## src/design/hot_page_counter_filter_core_macros.svh

```systemverilog
// Assertion macros shared by the hot page counter filter modules
`ifndef HOT_PAGE_COUNTER_FILTER_CORE_MACROS_SVH
`define HOT_PAGE_COUNTER_FILTER_CORE_MACROS_SVH

// same-cycle implication, checked out of reset
`define HPCF_ASSERT_NOW(label, ante, cons, msg) \
    label: assert property (@(posedge i_clk) disable iff (!i_rst_n) \
        (ante) |-> (cons)) else $error(msg);

// next-cycle implication, checked out of reset
`define HPCF_ASSERT_NEXT(label, ante, cons, msg) \
    label: assert property (@(posedge i_clk) disable iff (!i_rst_n) \
        (ante) |=> (cons)) else $error(msg);

`endif

```

## src/design/hpcf_pkg.sv

```systemverilog
// Shared constants, types and helpers of the hot page counter filter
`timescale 1ns / 1ps

package hpcf_pkg;

    // page store size; a power of two, the page address wraps modulo this
    localparam int PAGE_COUNT = 65536;
    localparam int PAGE_W     = $clog2(PAGE_COUNT);
    localparam int ADDR_IN_W  = 16;
    localparam int IDX_EXT_W  = (PAGE_W > ADDR_IN_W) ? PAGE_W : ADDR_IN_W;

    localparam int DATA_W    = 32;
    localparam int CTR_W     = 2;
    localparam int KIND_W    = 2;
    localparam int CFG_IDX_W = 2;

    typedef enum logic [KIND_W-1:0] {
        KIND_WRITE      = 2'd0,
        KIND_INVALIDATE = 2'd1,
        KIND_CHECK      = 2'd2
    } t_kind;

    localparam logic [CFG_IDX_W-1:0] REG_WINDOW_PAGES     = 2'd0;
    localparam logic [CFG_IDX_W-1:0] REG_COLD_START_PAGES = 2'd1;
    localparam logic [CFG_IDX_W-1:0] REG_MAX_COUNT        = 2'd2;
    localparam logic [CFG_IDX_W-1:0] REG_HOT_THRESHOLD    = 2'd3;

    localparam logic [DATA_W-1:0] RST_WINDOW_PAGES     = 32'd65536;
    localparam logic [DATA_W-1:0] RST_COLD_START_PAGES = 32'd65536;
    localparam logic [CTR_W-1:0]  RST_MAX_COUNT        = 2'd3;
    localparam logic [CTR_W-1:0]  RST_HOT_THRESHOLD    = 2'd3;

    typedef struct packed {
        logic clear;    // write zero at the sweep address
        logic accept;   // capture the incoming word
        logic update;   // read-modify-write and result
    } t_dp_cmd;

    typedef struct packed {
        logic clear_last;
    } t_dp_stat;

    function automatic logic [PAGE_W-1:0] page_index(input logic [ADDR_IN_W-1:0] addr);
        logic [IDX_EXT_W-1:0] ext;
        ext = IDX_EXT_W'(addr);
        return ext[PAGE_W-1:0];
    endfunction

    function automatic logic [DATA_W-1:0] sat_inc(input logic [DATA_W-1:0] v);
        return (v == '1) ? v : v + DATA_W'(1);
    endfunction

endpackage

```

## src/design/hpcf_ctrl.sv

```systemverilog
// Controller: clearing sweep, word acceptance and update sequencing
`timescale 1ns / 1ps

module hpcf_ctrl
    import hpcf_pkg::*;
(
    input  logic     i_clk,
    input  logic     i_rst_n,
    input  logic     start,
    output logic     busy,
    input  t_dp_stat i_stat,
    output t_dp_cmd  o_cmd
);

    typedef enum logic [2:0] {
        ST_CLEAR  = 3'b001,
        ST_IDLE   = 3'b010,
        ST_UPDATE = 3'b100
    } t_state;

    t_state r_state, n_state;

    always_comb begin
        n_state      = r_state;
        o_cmd.clear  = 1'b0;
        o_cmd.accept = 1'b0;
        o_cmd.update = 1'b0;
        unique case (r_state)
            ST_CLEAR: begin
                o_cmd.clear = 1'b1;
                if (i_stat.clear_last) begin
                    n_state = ST_IDLE;
                end
            end
            ST_IDLE: begin
                if (start) begin
                    o_cmd.accept = 1'b1;
                    n_state      = ST_UPDATE;
                end
            end
            ST_UPDATE: begin
                o_cmd.update = 1'b1;
                n_state      = ST_IDLE;
            end
            default: begin
                n_state = ST_IDLE;
            end
        endcase
    end

    always_ff @(posedge i_clk) begin
        if (!i_rst_n) begin
            r_state <= ST_CLEAR;
        end else begin
            r_state <= n_state;
        end
    end

    assign busy = (r_state != ST_IDLE);

`include "hot_page_counter_filter_core_macros.svh"

    `HPCF_ASSERT_NEXT(a_accept_to_update, o_cmd.accept, r_state == ST_UPDATE,
        "accepted word not followed by its update cycle")
    `HPCF_ASSERT_NEXT(a_update_once, r_state == ST_UPDATE, r_state == ST_IDLE,
        "update cycle did not return to idle")
    `HPCF_ASSERT_NEXT(a_no_reclear, r_state == ST_IDLE, r_state != ST_CLEAR,
        "clearing sweep restarted outside reset")

endmodule
```

## config.mk

```make
export PLATFORM = sky130hd
export DESIGN_NAME = hpcf_ctrl
export DESIGN_NICKNAME = d
export VERILOG_FILES = /design/src/design/hpcf_pkg.sv /design/src/design/hpcf_ctrl.sv
export VERILOG_INCLUDE_DIRS = /design/src /design/src/design
export SDC_FILE = /design/constraint.sdc
export NUM_CORES = 1
export LEC_CHECK = 0
export BUFFER_PORTS_ARGS = -buffer_cell sky130_fd_sc_hd__buf_2
export CAP_MARGIN = 30
export CORE_AREA = 4 4 41 43
export DETAILED_ROUTE_END_ITERATION = 10
export DIE_AREA = 0 0 45 47
export PLACE_DENSITY = 0.37
export SLEW_MARGIN = 20
export SYNTH_ARGS = -nofsm -noshare
export SYNTH_HDL_FRONTEND = slang
export SYNTH_SLANG_ARGS = --single-unit
```

## constraint.sdc

```tcl
create_clock -name i_clk -period 1.2 [get_ports i_clk]
set_input_delay 0.12 -clock i_clk [delete_from_list [all_inputs] [get_ports i_clk]]
set_output_delay 0.12 -clock i_clk [all_outputs]
set_load 0.005 [all_outputs]
```

After elaboration in Yosys (flattened, before gate mapping)
Index checks and enable logic that the tools add are counted.
Operators by class
  equality and inequality tests: 6
  mux-type cells: 7
  reduce and logical (&&, ||, !) cells: 1
Operator list (count)
  3-bit 2-to-1 mux: 2
  3-bit one-hot mux with 2 select lines: 1
  1-bit 2-to-1 mux: 4
  2-bit inequality test, second input constant: 2
  3-bit by 1-bit == test with 1-bit output, second input constant: 1
  3-bit by 2-bit == test with 1-bit output, second input constant: 1
  3-bit == test, second input constant: 1
  3-bit by 2-bit inequality test with 1-bit output, second input constant: 1
  2-bit AND reduction: 1
Word-level totals
  register bits after elaboration: 3
  input bits: 4
  output and inout port bits: 4

Depth between registers and ports, before layout
Gate-level depths: netlist (run 1).
  depth in word-level cells: 3
  gate-level depth with buffers: 2
  depth with buffers taken out: 2

Worst setup path before layout (run 1)
No wires, ideal clock.
  kind: reg-to-reg
  start: register r_state[1]
  end: register r_state[1]
  setup time: 115 ps
  arrival: 997 ps
  data required time: 1085 ps
  path slack: 88 ps
  cell stages (with the launch flop): 3
  buffers on the path: 0
  clock period less this slack: 1112 ps
  cell sequence: dfxtp_1 -> or4b_1 -> and3b_1
On the way
  longest elaborated chain between the ends: 3
  elaborated cells between the ends (all ways): 6
  classes of those cells: eq/ne: 4; mux: 1; reduce/logical: 1
RTL lines
  from (decl): line hpcf_ctrl.sv:21  | t_state r_state, n_state;
  from (signal assigned): line hpcf_ctrl.sv:55  | r_state <= n_state;
  3-bit by 1-bit == test with 1-bit output / 3-bit by 2-bit == test with 1-bit output (equally long branches): line hpcf_ctrl.sv:28  | unique case (r_state)
  2-bit inequality test (no source line)
  2-bit AND reduction (no source line)
Parallel ways exist; a longest one is shown, timed or not.
A chain may end at the register's enable or synchronous reset.

Final worst setup path (run 1)
Ends and elaborated chain as after synthesis.

==> results of run 1 <==
==> per-layer routing <==
layer  share of wire  GRT usage  up-vias
met4           0.064    0.07018        0
li1                -          -       66
met5               0          0        -
met2            0.45    0.05932        7
met3           0.067    0.01149        2
met1            0.41    0.02941       61
==> synth_stat cells, drive strengths merged <==
cell type | instances | area [um^2]
dfxtp | 3 | 60.06
nand2 | 2 | 7.510
nor3b | 2 | 15.01
and2 | 1 | 6.260
and3b | 1 | 8.760
nor2 | 1 | 3.750
nor4bb | 1 | 10.01
or4b | 1 | 10.01
==> per-stage QoR <==
step	power, mW	setup TNS, ns	cells	worst slack (ns)
6_report	0.3267	0	39	0.03923
3_5_place_dp	0.1439	0	34	0.04730
5_1_grt	0.3450	-0.02688	39	-0.02115
2_1_floorplan	0.1286	0	12	0.08787
4_1_cts	0.3313	0	39	0.0001281
3_3_place_gp	0.1436	0	34	0.03741
==> cells by family (layout without fill, tap and decap cells) <==
group         Yosys count  in the layout
flops                   3              3
buf+inv                 0             12
simple gates            9              9
==> repair_timing <==
| item | CTS | global route |
|---|---|---|
| setup buffers | 1 | 0 |
| gates resized for setup | 1 | 3 |
| hold buffers | 0 | 0 |
| setup endpoints to repair | 1 | 2 |
| pin swaps | 1 | 1 |
==> power breakdown <==
| group | internal (mW) | switching [mW] |
|---|---|---|
| registers | 0.108 | 0.00875 |
| logic | 0.0233 | 0.0108 |
| clock network | 0.125 | 0.0514 |
==> critical path, cell delays in order (launching register included) <==
cell and delay [ns]:
dfxtp_1 0.33, or4b_1 0.55, and3b_1 0.18
==> layout make-up <==
cell class	instances	area, um^2
Fill cell	157	1075
Multi-Input combinational cell	9	76.32
Sequential cell	3	62.56
Timing Repair Buffer	8	42.54
Clock buffer	4	26.28
Tap cell	15	18.77
==> path summary, 6_finish.rpt <==
check	endpoint	slack, ns	cells after the start
worst max-delay path	r_state[1]$_SDFFE_PN0P_	0.04	2
worst min-delay path	r_state[0]$_SDFFE_PN1P_	0.06	2
worst max register to register	r_state[1]$_SDFFE_PN0P_	0.04	2
worst min register to register	r_state[0]$_SDFFE_PN1P_	0.60	2
==> impl_metrics.csv, run 1 <==
group,metric,value,unit
sta,fmax,861.5,MHz
drt,vias,136,
floorplan,dieArea,2115,um^2
finish,diodes,0,
drt,drt_iter0_markers,0,
sta,max_slew_margin,0.8508,
sta,setup_violations,0,
hold_path,min-delay-start,"i_rst_n",
power,irDropWorstVdd,0.0003727,V
global_routing,grt_max_degree,6,
sta,drv_slew,0,
floorplan,initial_core_util,0.09327,
floorplan,rows,13,
sta,period_minus_slack,1.161,ns
logic_synthesis,yosysWarnings,0,
logic_synthesis,synth.mux.area_fraction,0,
cts,clk_path_buf_depth,2,
logic_synthesis,synthDistinctLibCells,8,
global_routing,grt_pass1_wl,496,um
place,gp_congestion,0.5815,
floorplan,io_pins,8,
floorplan,die_h,47,um
logic_synthesis,synth_simple_gate_area_frac,0.5052,
place,place_area,175.2,um^2
critical_path,cp-start-kind,"register",
critical_path,required,1.32,ns
finish,largest-register,"r_state",
logic_synthesis,syn_nets,16,
sta,min_period_over_period,0.9673,
finish,area_growth,86.60,%
logic_synthesis,yosys.area_share.adder,0,
global_routing,first_global_vias,151,
cts,ctsHtreeMaxLevel,1,
critical_path,crit_fanout,5,
finish,nets,29,
logic_synthesis,syn-mean-instance-area,10.11,um^2
place,place_hpwl,219,um
cts,cts.reportedPaths.clkPinSlew,0.03,ns
drt,routed_wl,299,um
sta,tightest_slew,0.2235,ns
global_routing,grt_use_total,0.03864,
logic_synthesis,synth_area,121.4,um^2
finish,final_area,226.5,um^2
floorplan,die_w,45,um
sta,rsz0062_at_grt,"yes",
cts,root_buffer,"clkbuf_4",
finish,largest_register_ffs,3,
global_routing,grt_overflow,0,
finish,top_regs,"r_state (3)",
sta,whs,0.06333,ns
critical_path,timing.rr.start,"r_state[1]$_SDFFE_PN0P_",
logic_synthesis,synth-compound-area-share,0,
power,power_leakage,0.1026,nW
drt,ant_nets,0,
logic_synthesis,synth_seq_cells,3,
critical_path,worst_setup_path_end_kind,"register",
cts,cts_made_buffers,3,
global_routing,antenna_found_initial,0,
flow_run,max-cap-violations,0,
sta,finalHoldViolations,0,
drt,post_drt_wl_per_cell,7.667,um
finish,utilization,0.1740,
critical_path,crit_type,"reg -> reg",
drt,drc,0,
critical_path,arrival,1.28,ns
finish,mostFrequentLayoutCell,"buf_2",
sta,fin_worst_skew,0.001743,ns
finish,drive_gt1_frac,0.5833,
logic_synthesis,yosysSeqAreaShare,0.4948,
cts,cts_tree,"yes",
cts,clock_latency,0.23,ns
cts,cts.sinks,3,
logic_synthesis,synth_top_family_by_area,"simple AND/OR/NAND/NOR gates",
drt,via_per_inst,3.487,
place,io_buffers,7,
floorplan,core,1301,um^2
logic_synthesis,synth_xor_area_frac,0,
logic_synthesis,synth_cells,12,
finish,mostFrequentLayoutCells,"buf_2, clkbuf_4, nand2_1, nor3b_1, dfxtp_2",
drt,dr.pass1.iters,1,
outcome,status,"finished, final reports clean",
power,cellPowerDensity,1443,nW/um^2
critical_path,critPathLaunch,"r_state[1]$_SDFFE_PN0P_",
hold_path,min_path_type,"in -> reg",
No activity file was read; power rests on OpenSTA's default activity.
==> run 2: changes to the inputs <==
--- a/config.mk
+++ b/config.mk
@@ -9,6 +9,8 @@
 export BUFFER_PORTS_ARGS = -buffer_cell sky130_fd_sc_hd__buf_2
 export CAP_MARGIN = 30
 export CORE_AREA = 4 4 41 43
+export CTS_BUF_LIST = sky130_fd_sc_hd__clkbuf_4 sky130_fd_sc_hd__clkbuf_8
+export CTS_CLUSTER_DIAMETER = 50
 export DETAILED_ROUTE_END_ITERATION = 10
 export DIE_AREA = 0 0 45 47
 export PLACE_DENSITY = 0.37
==> run 2 against run 1 <==
Against the previous run:
- global-route usage fell by 0.076 points
- non-clock buffer count did not move
- first-iteration DRC count did not move
- register-to-register slack barely moved
- sequential share of layout area fell by 0.45 points
- power rose by 6.5%
- cell area rose by 1.7%
- setup slack improved by 0.00055 ns
- critical path type unchanged
- critical endpoint unchanged
- largest power group unchanged
==> impl_metrics.csv, run 2 (synthesized netlist as in run 1, its figures left out) <==
group,metric,value,unit
drt,post_drt_wl_per_cell,7.615,um
power,power_leakage,0.1060,nW
critical_path,required,1.32,ns
finish,top_regs,"r_state (3)",
sta,fin_tns_setup,0,ns
cts,ctsHtreeMaxLevel,1,
finish,nFillCells,157,
drt,routed_wl,297,um
global_routing,grt_pass1_wl,483,um
finish,largest_register_ffs,3,
place,gp_congestion,0.5815,
drt,drt_iter0_markers,0,
place,place_ws,0.04730,ns
global_routing,grt_use_total,0.03788,
finish,mostFrequentLayoutCells,"buf_2, clkbuf_4, nand2_1, nor3b_1, dfxtp_2",
floorplan,dieArea,2115,um^2
sta,finalHoldViolations,0,
finish,diodes,0,
global_routing,grt-busiest-layer,"met4",
place,io_buffers,7,
critical_path,crit_type,"reg -> reg",
drt,ant_nets,0,
cts,cts.sinks,3,
cts,clk_path_buf_depth,2,
floorplan,die_w,45,um
floorplan,initial_core_util,0.09327,
sta,whs,0.06199,ns
sta,drv_slew,0,
sta,max_slew_margin,0.8572,
sta,fmax,861.9,MHz
sta,rsz0062_at_grt,"yes",
cts,root_buffer,"clkbuf_4",
global_routing,met2_usage,0.05650,
critical_path,arrival,1.28,ns
global_routing,antenna_found_initial,0,
power,irDropWorstVdd,0.0002621,V
finish,mostFrequentLayoutCell,"buf_2",
outcome,status,"finished, final reports clean",
sta,postLayoutSetupSlackWorst,0.03978,ns
global_routing,grt_max_degree,6,
cts,cts.reportedPaths.clkPinSlew,0.03,ns
hold_path,min_path_type,"in -> reg",
cts,cts_tree,"yes",
drt,vias,136,
finish,nets,29,
global_routing,grt_util_met3,0.01149,
sta,fin_worst_skew,0.0001784,ns
floorplan,core,1301,um^2
global_routing,first_global_vias,145,
sta,setup_violations,0,
sta,period_minus_slack,1.160,ns
cts,cts_made_buffers,3,
sta,min_period_over_period,0.9669,
power,cellPowerDensity,1511,nW/um^2
finish,largest-register,"r_state",
critical_path,crit_fanout,5,
floorplan,die_h,47,um
drt,dr.pass1.iters,1,
global_routing,grt_overflow,0,
critical_path,worst_setup_path_end_kind,"register",
critical_path,cp-start-kind,"register",
drt,drc,0,
finish,area_growth,89.69,%
floorplan,rows,13,
cts,clock_latency,0.23,ns
finish,drive_gt1_frac,0.6250,
floorplan,io_pins,8,
drt,via_per_inst,3.487,
place,place_hpwl,219,um
flow_run,max-cap-violations,0,
global_routing,grtUsageMet1,0.02948,
sta,tightest_slew,0.2139,ns
==> run 2: path summary, 6_finish.rpt <==
kind / startpoint / endpoint / slack [ns] / depth (start not counted)
worst min-delay path: i_rst_n / r_state[0]$_SDFFE_PN1P_ / 0.06 / 2
worst min register to register: r_state[2]$_SDFFE_PN0P_ / r_state[0]$_SDFFE_PN1P_ / 0.60 / 2
worst max register to register: r_state[1]$_SDFFE_PN0P_ / r_state[1]$_SDFFE_PN0P_ / 0.04 / 2
worst max-delay path: r_state[1]$_SDFFE_PN0P_ / r_state[1]$_SDFFE_PN0P_ / 0.04 / 2
==> run 2: what timing repair did <==
item                       in CTS  in global routing
setup buffers                   1                  0
hold buffers                    0                  0
pin swaps                       1                  1
setup endpoints to repair       1                  2
gates resized for setup         2                  2
==> run 2: layout make-up <==
| class | count | area [um^2] | share of cell area |
|---|---|---|---|
| Timing Repair Buffer | 8 | 42.54 | 0.1848 |
| Sequential cell | 3 | 62.56 | 0.2717 |
| Clock buffer | 4 | 30.03 | 0.1304 |
| Multi-Input combinational cell | 9 | 76.32 | 0.3315 |
| Tap cell | 15 | 18.77 | 0.08152 |
==> run 2: critical path: stages (launching register included) <==
cell and delay (ns):
dfxtp_1 0.33, or4b_1 0.55, and3b_1 0.18
==> run 2: where the power goes <==
group	leakage, nW	internal (mW)	total, mW	switching [mW]
Clock	0.0184	0.147	0.197	0.0503
Sequential	0.0253	0.108	0.117	0.00877
Combinational	0.0623	0.0233	0.0340	0.0107
Total	0.106	0.278	0.348	0.0697
==> run 2: layer usage <==
| layer | share of wire | wire length, um |
|---|---|---|
| met5 | 0 | 0 |
| met1 | 0.41 | 122 |
| met3 | 0.067 | 20 |
| met2 | 0.45 | 135 |
| met4 | 0.064 | 19 |
==> run 2: per-stage QoR <==
| stage | cell area (um^2) | utilization | instances | total power, mW |
|---|---|---|---|---|
| finish | 230.2 | 0.1769 | 39 | 0.3480 |
| global route | 230.2 | 0.1769 | 39 | 0.3664 |
| CTS | 220.2 | 0.1692 | 39 | 0.3555 |
| global placement | 175.2 | 0.1346 | 34 | 0.1436 |
| detailed placement | 175.2 | 0.1346 | 34 | 0.1439 |
| floorplan | 121.4 | - | 12 | 0.1286 |
